### src/a2b_pkg.sv
package a2b_pkg;

    // Default width of buffer position and size counters
    localparam int SIZE_BITS_DEF = 24;

    // Annex-B start code, sent in place of the length prefix
    localparam logic [31:0] START_CODE_WORD = 32'h0000_0001;

    // Bit 7 of the NAL header must be zero
    localparam int FORBIDDEN_BIT = 7;

    // Results per input byte in the longest burst
    localparam logic [2:0] BURST_MAX = 3'd5;
    localparam logic [2:0] HEADER_SLOT = 3'd4;

    // Parser phase
    typedef enum logic [2:0] {
        PH_LEN0    = 3'd0,
        PH_LEN1    = 3'd1,
        PH_LEN2    = 3'd2,
        PH_LEN3    = 3'd3,
        PH_HEADER  = 3'd4,
        PH_PAYLOAD = 3'd5,
        PH_ERROR   = 3'd6
    } t_phase;

    // Status carried on every output beat
    typedef enum logic [2:0] {
        ST_OK        = 3'd0,
        ST_SHORT     = 3'd1,
        ST_ZERO_LEN  = 3'd2,
        ST_OVERRUN   = 3'd3,
        ST_FORBIDDEN = 3'd4
    } t_status;

endpackage

### src/avcc_to_annexb_nal_framer.sv
// AVCC to Annex-B NAL framer. Bytes of a length-prefixed buffer enter on the slave stream,
// one per beat (tuser[0] flags the first byte, tdata[31:8] carries the buffer size). The four
// length bytes of each NAL are absorbed with no output; the header byte then yields a burst of
// five beats (00 00 00 01 and the header, the header beat tagged with type, ref_idc, offset and
// size), and each payload byte yields one beat in the cycle after it is taken. A failed check
// flushes the held bytes (four or five beats; a short prefix yields just its own byte) and tags
// the rest of the buffer with the error. Bytes are taken, and a burst drains from the single
// output register, at one per cycle while the output is not stalled; the byte behind a burst
// holds the input off until its last beat is taken. codec_hevc selects H.264 or HEVC header
// decoding and is sampled on the header byte; write it only while the block is idle.
module avcc_to_annexb_nal_framer #(
    parameter int SIZE_BITS = a2b_pkg::SIZE_BITS_DEF
) (
    input  logic        i_clk,
    input  logic        i_rst_n,
    // configuration
    input  logic        i_cfg_we,
    input  logic        i_cfg_wdata,   // codec_hevc
    // input stream
    input  logic        i_s_tvalid,
    output logic        o_s_tready,
    input  logic [31:0] i_s_tdata,     // data_byte[7:0], buffer_size[31:8]
    input  logic        i_s_tuser,     // start_of_buffer
    // output stream
    output logic        o_m_tvalid,
    input  logic        i_m_tready,
    output logic [63:0] o_m_tdata,     // out_byte[7:0], nal_type[13:8], ref_idc[15:14],
                                       // nal_offset[39:16], nal_size[63:40]
    output logic [7:0]  o_m_tuser,     // nal_start[0], status[3:1], last_of_run[4], zeros
    output logic        o_m_tlast      // end_of_buffer
);

    localparam int CW = ((SIZE_BITS > 32) ? SIZE_BITS : 32) + 2;

    // parser state
    logic                 r_hevc;
    logic [SIZE_BITS-1:0] r_pos, n_pos;
    logic [SIZE_BITS-1:0] r_size, n_size;
    logic [31:0]          r_held, n_held;
    logic [SIZE_BITS-1:0] r_rem, n_rem;
    a2b_pkg::t_phase      r_phase, n_phase;
    a2b_pkg::t_status     r_err, n_err;

    // output burst register
    logic                 r_valid;
    logic [2:0]           r_k;
    logic [2:0]           r_num;
    logic [31:0]          r_bheld;
    logic [7:0]           r_byte;
    a2b_pkg::t_status     r_st;
    logic                 r_eob;
    logic                 r_nal;
    logic [5:0]           r_type;
    logic [1:0]           r_ref;
    logic [23:0]          r_off;
    logic [23:0]          r_nsz;

    // burst descriptor built from the accepted byte
    logic                 d_fire;
    logic [2:0]           d_num;
    logic [31:0]          d_held;
    a2b_pkg::t_status     d_st;
    logic                 d_eob;
    logic                 d_nal;
    logic [5:0]           d_type;
    logic [1:0]           d_ref;

    logic                 w_acc, w_last, w_take;
    logic [7:0]           w_byte;
    logic                 w_sob;
    logic [31:0]          w_bsize32;
    logic [SIZE_BITS-1:0] e_pos, e_size, e_rem;
    logic [31:0]          e_held;
    a2b_pkg::t_phase      e_phase;
    a2b_pkg::t_status     e_err;
    logic [CW-1:0]        w_pos_x, w_size_x, w_len_x;
    logic                 w_out, w_eob, w_short, w_zero, w_over, w_forb;
    logic [31:0]          w_held_sh, w_len_m1;
    logic [SIZE_BITS-1:0] w_rem_hdr, w_rem_dec;
    logic [31:0]          w_pos32;

    // handshake
    assign w_last     = (r_k == (r_num - 3'd1));
    assign w_take     = r_valid & i_m_tready;
    assign o_s_tready = !r_valid || (i_m_tready && w_last);
    assign w_acc      = i_s_tvalid & o_s_tready;

    // input fields; start of buffer clears the parse before the byte is used
    assign w_byte    = i_s_tdata[7:0];
    assign w_sob     = i_s_tuser;
    assign w_bsize32 = {8'd0, i_s_tdata[31:8]};
    assign e_pos     = w_sob ? '0 : r_pos;
    assign e_size    = w_sob ? w_bsize32[SIZE_BITS-1:0] : r_size;
    assign e_held    = w_sob ? 32'd0 : r_held;
    assign e_rem     = w_sob ? '0 : r_rem;
    assign e_phase   = w_sob ? a2b_pkg::PH_LEN0 : r_phase;
    assign e_err     = w_sob ? a2b_pkg::ST_OK : r_err;

    // range checks
    assign w_pos_x   = {{(CW-SIZE_BITS){1'b0}}, e_pos};
    assign w_size_x  = {{(CW-SIZE_BITS){1'b0}}, e_size};
    assign w_held_sh = {e_held[23:0], w_byte};
    assign w_len_x   = {{(CW-32){1'b0}}, w_held_sh};
    assign w_out     = (w_pos_x >= w_size_x);
    assign w_eob     = ((w_pos_x + CW'(1)) == w_size_x);
    assign w_short   = ((w_pos_x + CW'(4)) > w_size_x);
    assign w_zero    = (w_held_sh == 32'd0);
    assign w_over    = ((w_pos_x + CW'(1) + w_len_x) > w_size_x);
    assign w_forb    = w_byte[a2b_pkg::FORBIDDEN_BIT];
    assign w_len_m1  = e_held - 32'd1;
    assign w_rem_hdr = w_len_m1[SIZE_BITS-1:0];
    assign w_rem_dec = (e_rem != '0) ? (e_rem - SIZE_BITS'(1)) : e_rem;
    assign w_pos32   = w_pos_x[31:0];

    // next parser phase
    always_comb begin
        n_phase = r_phase;
        if (w_acc) begin
            n_phase = e_phase;
            if (!w_out) begin
                unique case (e_phase)
                    a2b_pkg::PH_LEN0:
                        n_phase = w_short ? a2b_pkg::PH_ERROR : a2b_pkg::PH_LEN1;
                    a2b_pkg::PH_LEN1: n_phase = a2b_pkg::PH_LEN2;
                    a2b_pkg::PH_LEN2: n_phase = a2b_pkg::PH_LEN3;
                    a2b_pkg::PH_LEN3:
                        n_phase = (w_zero || w_over) ? a2b_pkg::PH_ERROR : a2b_pkg::PH_HEADER;
                    a2b_pkg::PH_HEADER: begin
                        if (w_forb)
                            n_phase = a2b_pkg::PH_ERROR;
                        else if (w_rem_hdr == '0)
                            n_phase = a2b_pkg::PH_LEN0;
                        else
                            n_phase = a2b_pkg::PH_PAYLOAD;
                    end
                    a2b_pkg::PH_PAYLOAD:
                        n_phase = (w_rem_dec == '0) ? a2b_pkg::PH_LEN0 : a2b_pkg::PH_PAYLOAD;
                    a2b_pkg::PH_ERROR: n_phase = a2b_pkg::PH_ERROR;
                    default:           n_phase = a2b_pkg::PH_ERROR;
                endcase
            end
        end
    end

    // datapath state and burst descriptor
    always_comb begin
        n_pos  = e_pos;
        n_size = e_size;
        n_held = e_held;
        n_rem  = e_rem;
        n_err  = e_err;
        d_fire = 1'b1;
        d_num  = 3'd1;
        d_held = e_held;
        d_st   = e_err;
        d_eob  = w_eob;
        d_nal  = 1'b0;
        d_type = 6'd0;
        d_ref  = 2'd0;
        if (w_out) begin
            // byte outside any buffer: pass through, no state change
            d_eob = 1'b0;
        end else begin
            n_pos = e_pos + SIZE_BITS'(1);
            unique case (e_phase)
                a2b_pkg::PH_LEN0, a2b_pkg::PH_LEN1, a2b_pkg::PH_LEN2: begin
                    if (e_phase == a2b_pkg::PH_LEN0 && w_short) begin
                        n_err = a2b_pkg::ST_SHORT;
                        d_st  = a2b_pkg::ST_SHORT;
                    end else begin
                        n_held = w_held_sh;
                        d_fire = 1'b0;
                    end
                end
                a2b_pkg::PH_LEN3: begin
                    n_held = w_held_sh;
                    d_held = w_held_sh;
                    d_num  = 3'd4;
                    if (w_zero) begin
                        n_err = a2b_pkg::ST_ZERO_LEN;
                        d_st  = a2b_pkg::ST_ZERO_LEN;
                    end else if (w_over) begin
                        n_err = a2b_pkg::ST_OVERRUN;
                        d_st  = a2b_pkg::ST_OVERRUN;
                    end else begin
                        d_fire = 1'b0;
                    end
                end
                a2b_pkg::PH_HEADER: begin
                    d_num = a2b_pkg::BURST_MAX;
                    if (w_forb) begin
                        n_err = a2b_pkg::ST_FORBIDDEN;
                        d_st  = a2b_pkg::ST_FORBIDDEN;
                    end else begin
                        d_held = a2b_pkg::START_CODE_WORD;
                        d_st   = a2b_pkg::ST_OK;
                        d_nal  = 1'b1;
                        if (r_hevc) begin
                            d_type = w_byte[6:1];
                        end else begin
                            d_type = {1'b0, w_byte[4:0]};
                            d_ref  = w_byte[6:5];
                        end
                        n_rem  = w_rem_hdr;
                        n_held = 32'd0;
                    end
                end
                a2b_pkg::PH_PAYLOAD: begin
                    d_st  = a2b_pkg::ST_OK;
                    n_rem = w_rem_dec;
                    if (w_rem_dec == '0)
                        n_held = 32'd0;
                end
                default: begin
                    // error phase: pass through with the sticky code
                    d_st = e_err;
                end
            endcase
        end
    end

    // parser registers
    always_ff @(posedge i_clk) begin
        if (!i_rst_n) begin
            r_hevc  <= 1'b0;
            r_pos   <= '0;
            r_size  <= '0;
            r_held  <= 32'd0;
            r_rem   <= '0;
            r_phase <= a2b_pkg::PH_LEN0;
            r_err   <= a2b_pkg::ST_OK;
        end else begin
            if (i_cfg_we)
                r_hevc <= i_cfg_wdata;
            r_phase <= n_phase;
            if (w_acc) begin
                r_pos  <= n_pos;
                r_size <= n_size;
                r_held <= n_held;
                r_rem  <= n_rem;
                r_err  <= n_err;
            end
        end
    end

    // output burst control
    always_ff @(posedge i_clk) begin
        if (!i_rst_n) begin
            r_valid <= 1'b0;
            r_k     <= 3'd0;
        end else if (w_acc && d_fire) begin
            r_valid <= 1'b1;
            r_k     <= 3'd0;
        end else if (w_take) begin
            if (w_last)
                r_valid <= 1'b0;
            else
                r_k <= r_k + 3'd1;
        end
    end

    // output burst payload
    always_ff @(posedge i_clk) begin
        if (w_acc && d_fire) begin
            r_num   <= d_num;
            r_bheld <= d_held;
            r_byte  <= w_byte;
            r_st    <= d_st;
            r_eob   <= d_eob;
            r_nal   <= d_nal;
            r_type  <= d_type;
            r_ref   <= d_ref;
            r_off   <= w_pos32[23:0];
            r_nsz   <= e_held[23:0];
        end
    end

    // beat formatting
    logic [7:0] w_obyte;
    logic       w_hdr_beat;

    assign w_hdr_beat = r_nal && (r_k == a2b_pkg::HEADER_SLOT);

    always_comb begin
        if (r_num == 3'd1 || r_k == a2b_pkg::HEADER_SLOT) begin
            w_obyte = r_byte;
        end else begin
            case (r_k[1:0])
                2'd0:    w_obyte = r_bheld[31:24];
                2'd1:    w_obyte = r_bheld[23:16];
                2'd2:    w_obyte = r_bheld[15:8];
                default: w_obyte = r_bheld[7:0];
            endcase
        end
    end

    assign o_m_tvalid = r_valid;
    assign o_m_tlast  = r_eob & w_last;
    assign o_m_tdata  = {w_hdr_beat ? r_nsz : 24'd0,
                         w_hdr_beat ? r_off : 24'd0,
                         w_hdr_beat ? r_ref : 2'd0,
                         w_hdr_beat ? r_type : 6'd0,
                         w_obyte};
    assign o_m_tuser  = {3'd0, w_last, r_st, w_hdr_beat};

endmodule

### config.mk
export PLATFORM = sky130hd
export DESIGN_NAME = avcc_to_annexb_nal_framer
export DESIGN_NICKNAME = d
export VERILOG_FILES = /design/src/a2b_pkg.sv /design/src/avcc_to_annexb_nal_framer.sv
export SDC_FILE = /design/constraint.sdc
export NUM_CORES = 1
export LEC_CHECK = 0
export BUFFER_PORTS_ARGS = -buffer_cell sky130_fd_sc_hd__buf_2
export CAP_MARGIN = 15
export CORE_UTILIZATION = 50
export DETAILED_ROUTE_END_ITERATION = 10
export PLACE_DENSITY = 0.68
export SYNTH_ARGS = -nofsm -noshare
export SYNTH_HDL_FRONTEND = slang
export SYNTH_SLANG_ARGS = --single-unit
### constraint.sdc
create_clock -name i_clk -period 33.7 [get_ports i_clk]
set_clock_uncertainty 0.15 [all_clocks]
set_input_delay 3.37 -clock i_clk [delete_from_list [all_inputs] [get_ports i_clk]]
set_output_delay 3.37 -clock i_clk [all_outputs]
set_load 0.01 [all_outputs]
==> Implementation_results.wiki <==
{| class="wikitable"
! Metric !! Value
|-
| First-pass GRT wire length || 80600 um
|-
| Clock tree root buffer cell || sky130_fd_sc_hd__clkbuf_16
|-
| Transition time at the pin with the least slew margin || 1160 ps
|-
| Finish-stage setup viols || 0
|-
| Hold WC Path Type || flop to flop
|-
| Starting Density || 0.514
|-
| Final critical-path setup slack || 21700 ps
|-
| Share of synthesized area occupied by flip-flops and latches || 0.339
|-
| Required time at the worst-slack endpoint || 33700 ps
|-
| Primary flip-flop cell chosen by synthesis mapping || sky130_fd_sc_hd__dfxtp_1
|-
| Via count of the first global-routing pass || 13700
|-
| Cell with the largest stage delay on the worst path || sky130_fd_sc_hd__buf_4
|-
| Average via count per standard cell || 6.49
|-
| Total Neg Setup Slack || 0 ps
|-
| Startpoint type of the worst setup path || primary input
|-
| Ratio of final minimum period to clock period || 0.356
|-
| Crit Reg-Reg Startpoint || r_pos[2]
|-
| GR Layer Usage met1 || 0.464
|-
| Die extent in y || 180 um
|-
| Number of antenna violations at the first check in global routing || 0
|-
| # clock sinks || 218
|-
| TritonCTS buffer count || 26
|-
| Clock Tree Buf Depth || 3
|-
| Clock-pin slew of the registers on the worst-case setup and hold paths || 60 ps
|-
| Static leakage power || 7.28 nW
|-
| Data arrival time of the critical path || 12000 ps
|-
| Cell Area, Synth || 0.0159 mm^2
|-
| Final wirelength || 52600 um
|-
| Row count || 64
|-
| GRT busiest layer || met2
|-
| Sequential cell area || 0.00540 mm^2
|-
| Overall die area || 0.0325 mm^2
|-
| Type of destination of the critical path || flop
|-
| Post-cts sizing count || 0
|-
| Synthesis warning total || 0
|-
| Critical path fanouts, max || 81
|-
| Main combinational cell family by area after synthesis || compound AO/OA/AOI/OAI gates
|-
| Largest net degree at the start of global routing || 91
|-
| Synthesized-area fraction occupied by and/or/nand/nor cells || 0.219
|-
| Clk Latency, worst-skew pair || 550 ps
|-
| Total I/O pin count || 114
|-
| Diode count || 0
|-
| Post-Synthesis Cells || 1853
|-
| Routed wirelength normalized by instance count || 22.7 um
|-
| Number of hold buffers added after cts || 0
|-
| Floorplan core area || 0.0309 mm^2
|-
| Final hold violation count || 0
|-
| Placement-stage worst setup slack || 21270 ps
|-
| Met2 Resource Use GR || 0.468
|-
| Chip Width || 180 um
|-
| Iteration-0 DRC Markers || 2176
|-
| Power per standard cell area || 37.6 mW/mm^2
|-
| Placer congestion estimate || 0.960
|-
| Register share of total power || 0.431
|-
| Switching Power || 177 uW
|-
| Fraction of layout cells with a size suffix above 1 || 0.106
|-
| Net count of the finished layout || 2048
|-
| Remaining Overflow, GRT || 0
|-
| Count of flip-flops with a built-in enable after synthesis || 103
|-
| CTS tree || yes
|-
| Type of the setup path with the least slack || primary input to flop
|-
| Post-synthesis compound-gate area fraction || 0.224
|-
| Number of buffers inserted by post-CTS setup repair || 0
|-
| Register-to-register path setup slack || 24920 ps
|-
| Total vias in the final route || 15000
|-
| Detailed-router iteration count before antenna repair || 6
|-
| Maximum resistive drop on vdd || 0.0409 mV
|-
| Cell seen most often among critical-path stages || sky130_fd_sc_hd__buf_4
|-
| Adder-cell share of the synthesized area || 0.0878
|-
| Result of the run || finished clean
|-
| Residual antenna-violating net count after detailed routing || 0
|-
| Worst-case headroom to the max-slew limit || 0.207
|-
| Clock network power share || 0.441
|-
| Count of max-cap constraint violations || 0
|-
| Unrepaired setup endpoints after global routing || false
|-
| Startpoint of the lowest-slack hold path || r_size[0]
|-
| Synthesized area per cell || 8.58 um^2
|-
| Synth unique cells || 88
|-
| H-tree levels || 1
|-
| Gate power share || 0.127
|-
| Area added between synthesis and finish || 10.2%
|-
| Overall power after layout || 659 uW
|-
| CP Buf/Inv Count || 4
|-
| Global Route Usage Sum || 0.314
|-
| Met3 global-route usage || 0.0449
|-
| Fraction of synthesized area in multiplexers || 0.0256
|-
| DRC Markers || 0
|-
| Parity-gate share of the synthesized area counting xor and xnor cells || 0.0590
|-
| Internal power of the cells || 482 uW
|-
| Area of the multi-input gates || 0.00982 mm^2
|-
| Start point of the critical path || i_s_tuser
|-
| Count of pins over their slew limit || 0
|-
| Filler Cell Count || 2799
|-
| F_max || 0.0833 GHz
|-
| Tmin final || 12000 ps
|-
| Buffers added on ports || 110
|-
| Count of state elements after synthesis || 218
|-
| CP top delay family || simple AND/OR/NAND/NOR gates
|-
| Net switching share of the total power || 0.268
|-
| Crit path largest cell delay || 520 ps
|-
| Share of flip-flops with an asynchronous set or reset after synthesis || 0
|-
| Detailed Place HPWL || 38600 um
|-
| Worst hold-check slack || 327 ps
|}
==> area by class of cell <==
class | instances | share of cell area
Clock buffer | 35 | 0.0414
Clock inverter | 13 | 0.00843
Inverter | 66 | 0.0141
Multi-Input combinational cell | 1457 | 0.560
Sequential cell | 218 | 0.308
Tap cell | 396 | 0.0283
Timing Repair Buffer | 129 | 0.0396
==> state kept, by name, indices dropped and copies added (netlist names), 6 cells and up <==
name / cells
r_bheld: 32
r_type: 6
r_size: 24
r_off: 24
r_pos: 24
r_rem: 24
r_held: 32
r_nsz: 24
r_byte: 8
==> per-layer routing <==
layer	vias to the layer above	part of all wire
met5	-	0
met4	0	0.032
met3	112	0.095
met2	846	0.42
met1	7109	0.45
li1	6952	-
==> per-stage QoR <==
stage          instance area [um^2]   util  instances
3_5_place_dp                  16600  0.538       2265
6_report                      17500  0.567       2314
5_1_grt                       17500  0.567       2314
3_3_place_gp                  16600  0.538       2265
2_1_floorplan                 15900      -       1855
4_1_cts                       17500  0.567       2313
==> cell families (layout without fill, tap and decap cells) <==
logic type                 Yosys count  count (layout)
and+or+nand+nor                    684             684
AOI/OAI and AO/OA                  512             512
DFF                                218             218
buffers and inverters              180             243
adders and majority gates          111             111
xor gates and xnor gates           107             107
muxes                               40              40
other                                1               3
==> worst min-delay path: cells and delay by family, from the launching register on <==
family,cells,cell delay (ps)
DFF,1,310
AOI/OAI and AO/OA,1,70
and+or+nand+nor,1,50
==> cells in the mapped netlist (all sizes together), types with 9 or more instances <==
library cell | instances | area share
a31oi | 17 | 0.0067
nor3 | 42 | 0.013
nor2 | 132 | 0.031
or3 | 15 | 0.0059
nor2b | 79 | 0.031
xor2 | 35 | 0.019
a22o | 16 | 0.0088
a21boi | 11 | 0.0052
a21oi | 110 | 0.035
nand2 | 203 | 0.048
nand4 | 35 | 0.014
mux2i | 35 | 0.022
a211oi | 10 | 0.0047
o22ai | 34 | 0.013
o21ai | 97 | 0.031
o221ai | 15 | 0.011
a22oi | 56 | 0.026
a21o | 14 | 0.0066
buf | 29 | 0.0094
nand3 | 24 | 0.0076
and3 | 11 | 0.0043
o211ai | 14 | 0.0066
inv | 64 | 0.015
edfxtp | 103 | 0.19
ha | 110 | 0.087
or4 | 11 | 0.0052
and2 | 69 | 0.027
o211a | 26 | 0.016
xnor2 | 72 | 0.040
dfxtp | 115 | 0.14
o31ai | 9 | 0.0051
nor4 | 30 | 0.015
clkbuf | 85 | 0.020
==> cells in the final DEF, fill, tap and decap left out, types with 41 or more instances in the layout <==
master / count
sky130_fd_sc_hd__nor2_1: 132
sky130_fd_sc_hd__nand2_1: 203
sky130_fd_sc_hd__o21ai_0: 89
sky130_fd_sc_hd__nor2b_1: 79
sky130_fd_sc_hd__buf_2: 109
sky130_fd_sc_hd__dfxtp_1: 115
sky130_fd_sc_hd__edfxtp_1: 103
sky130_fd_sc_hd__a22oi_1: 56
sky130_fd_sc_hd__a21oi_1: 108
sky130_fd_sc_hd__xnor2_1: 72
sky130_fd_sc_hd__ha_1: 110
sky130_fd_sc_hd__inv_1: 63
sky130_fd_sc_hd__nor3_1: 41
sky130_fd_sc_hd__and2_1: 67
==> worst paths after layout <==
kind,endpoint,cells after the start
max,r_bheld[20],30
min,r_size[0],2
max reg2reg,r_bheld[20],25
min reg2reg,r_size[0],2
==> power by group through the flow <==
stage / Combinational [mW] / Sequential [mW] / Clock [mW]
floorplan: 0.0560 / 0.288 / 0
detailed placement: 0.0811 / 0.290 / 0
finish: 0.0839 / 0.284 / 0.291
global route: 0.0903 / 0.285 / 0.305
global placement: 0.0802 / 0.289 / 0
CTS: 0.0816 / 0.284 / 0.294
(Power assumes the default switching activity.)
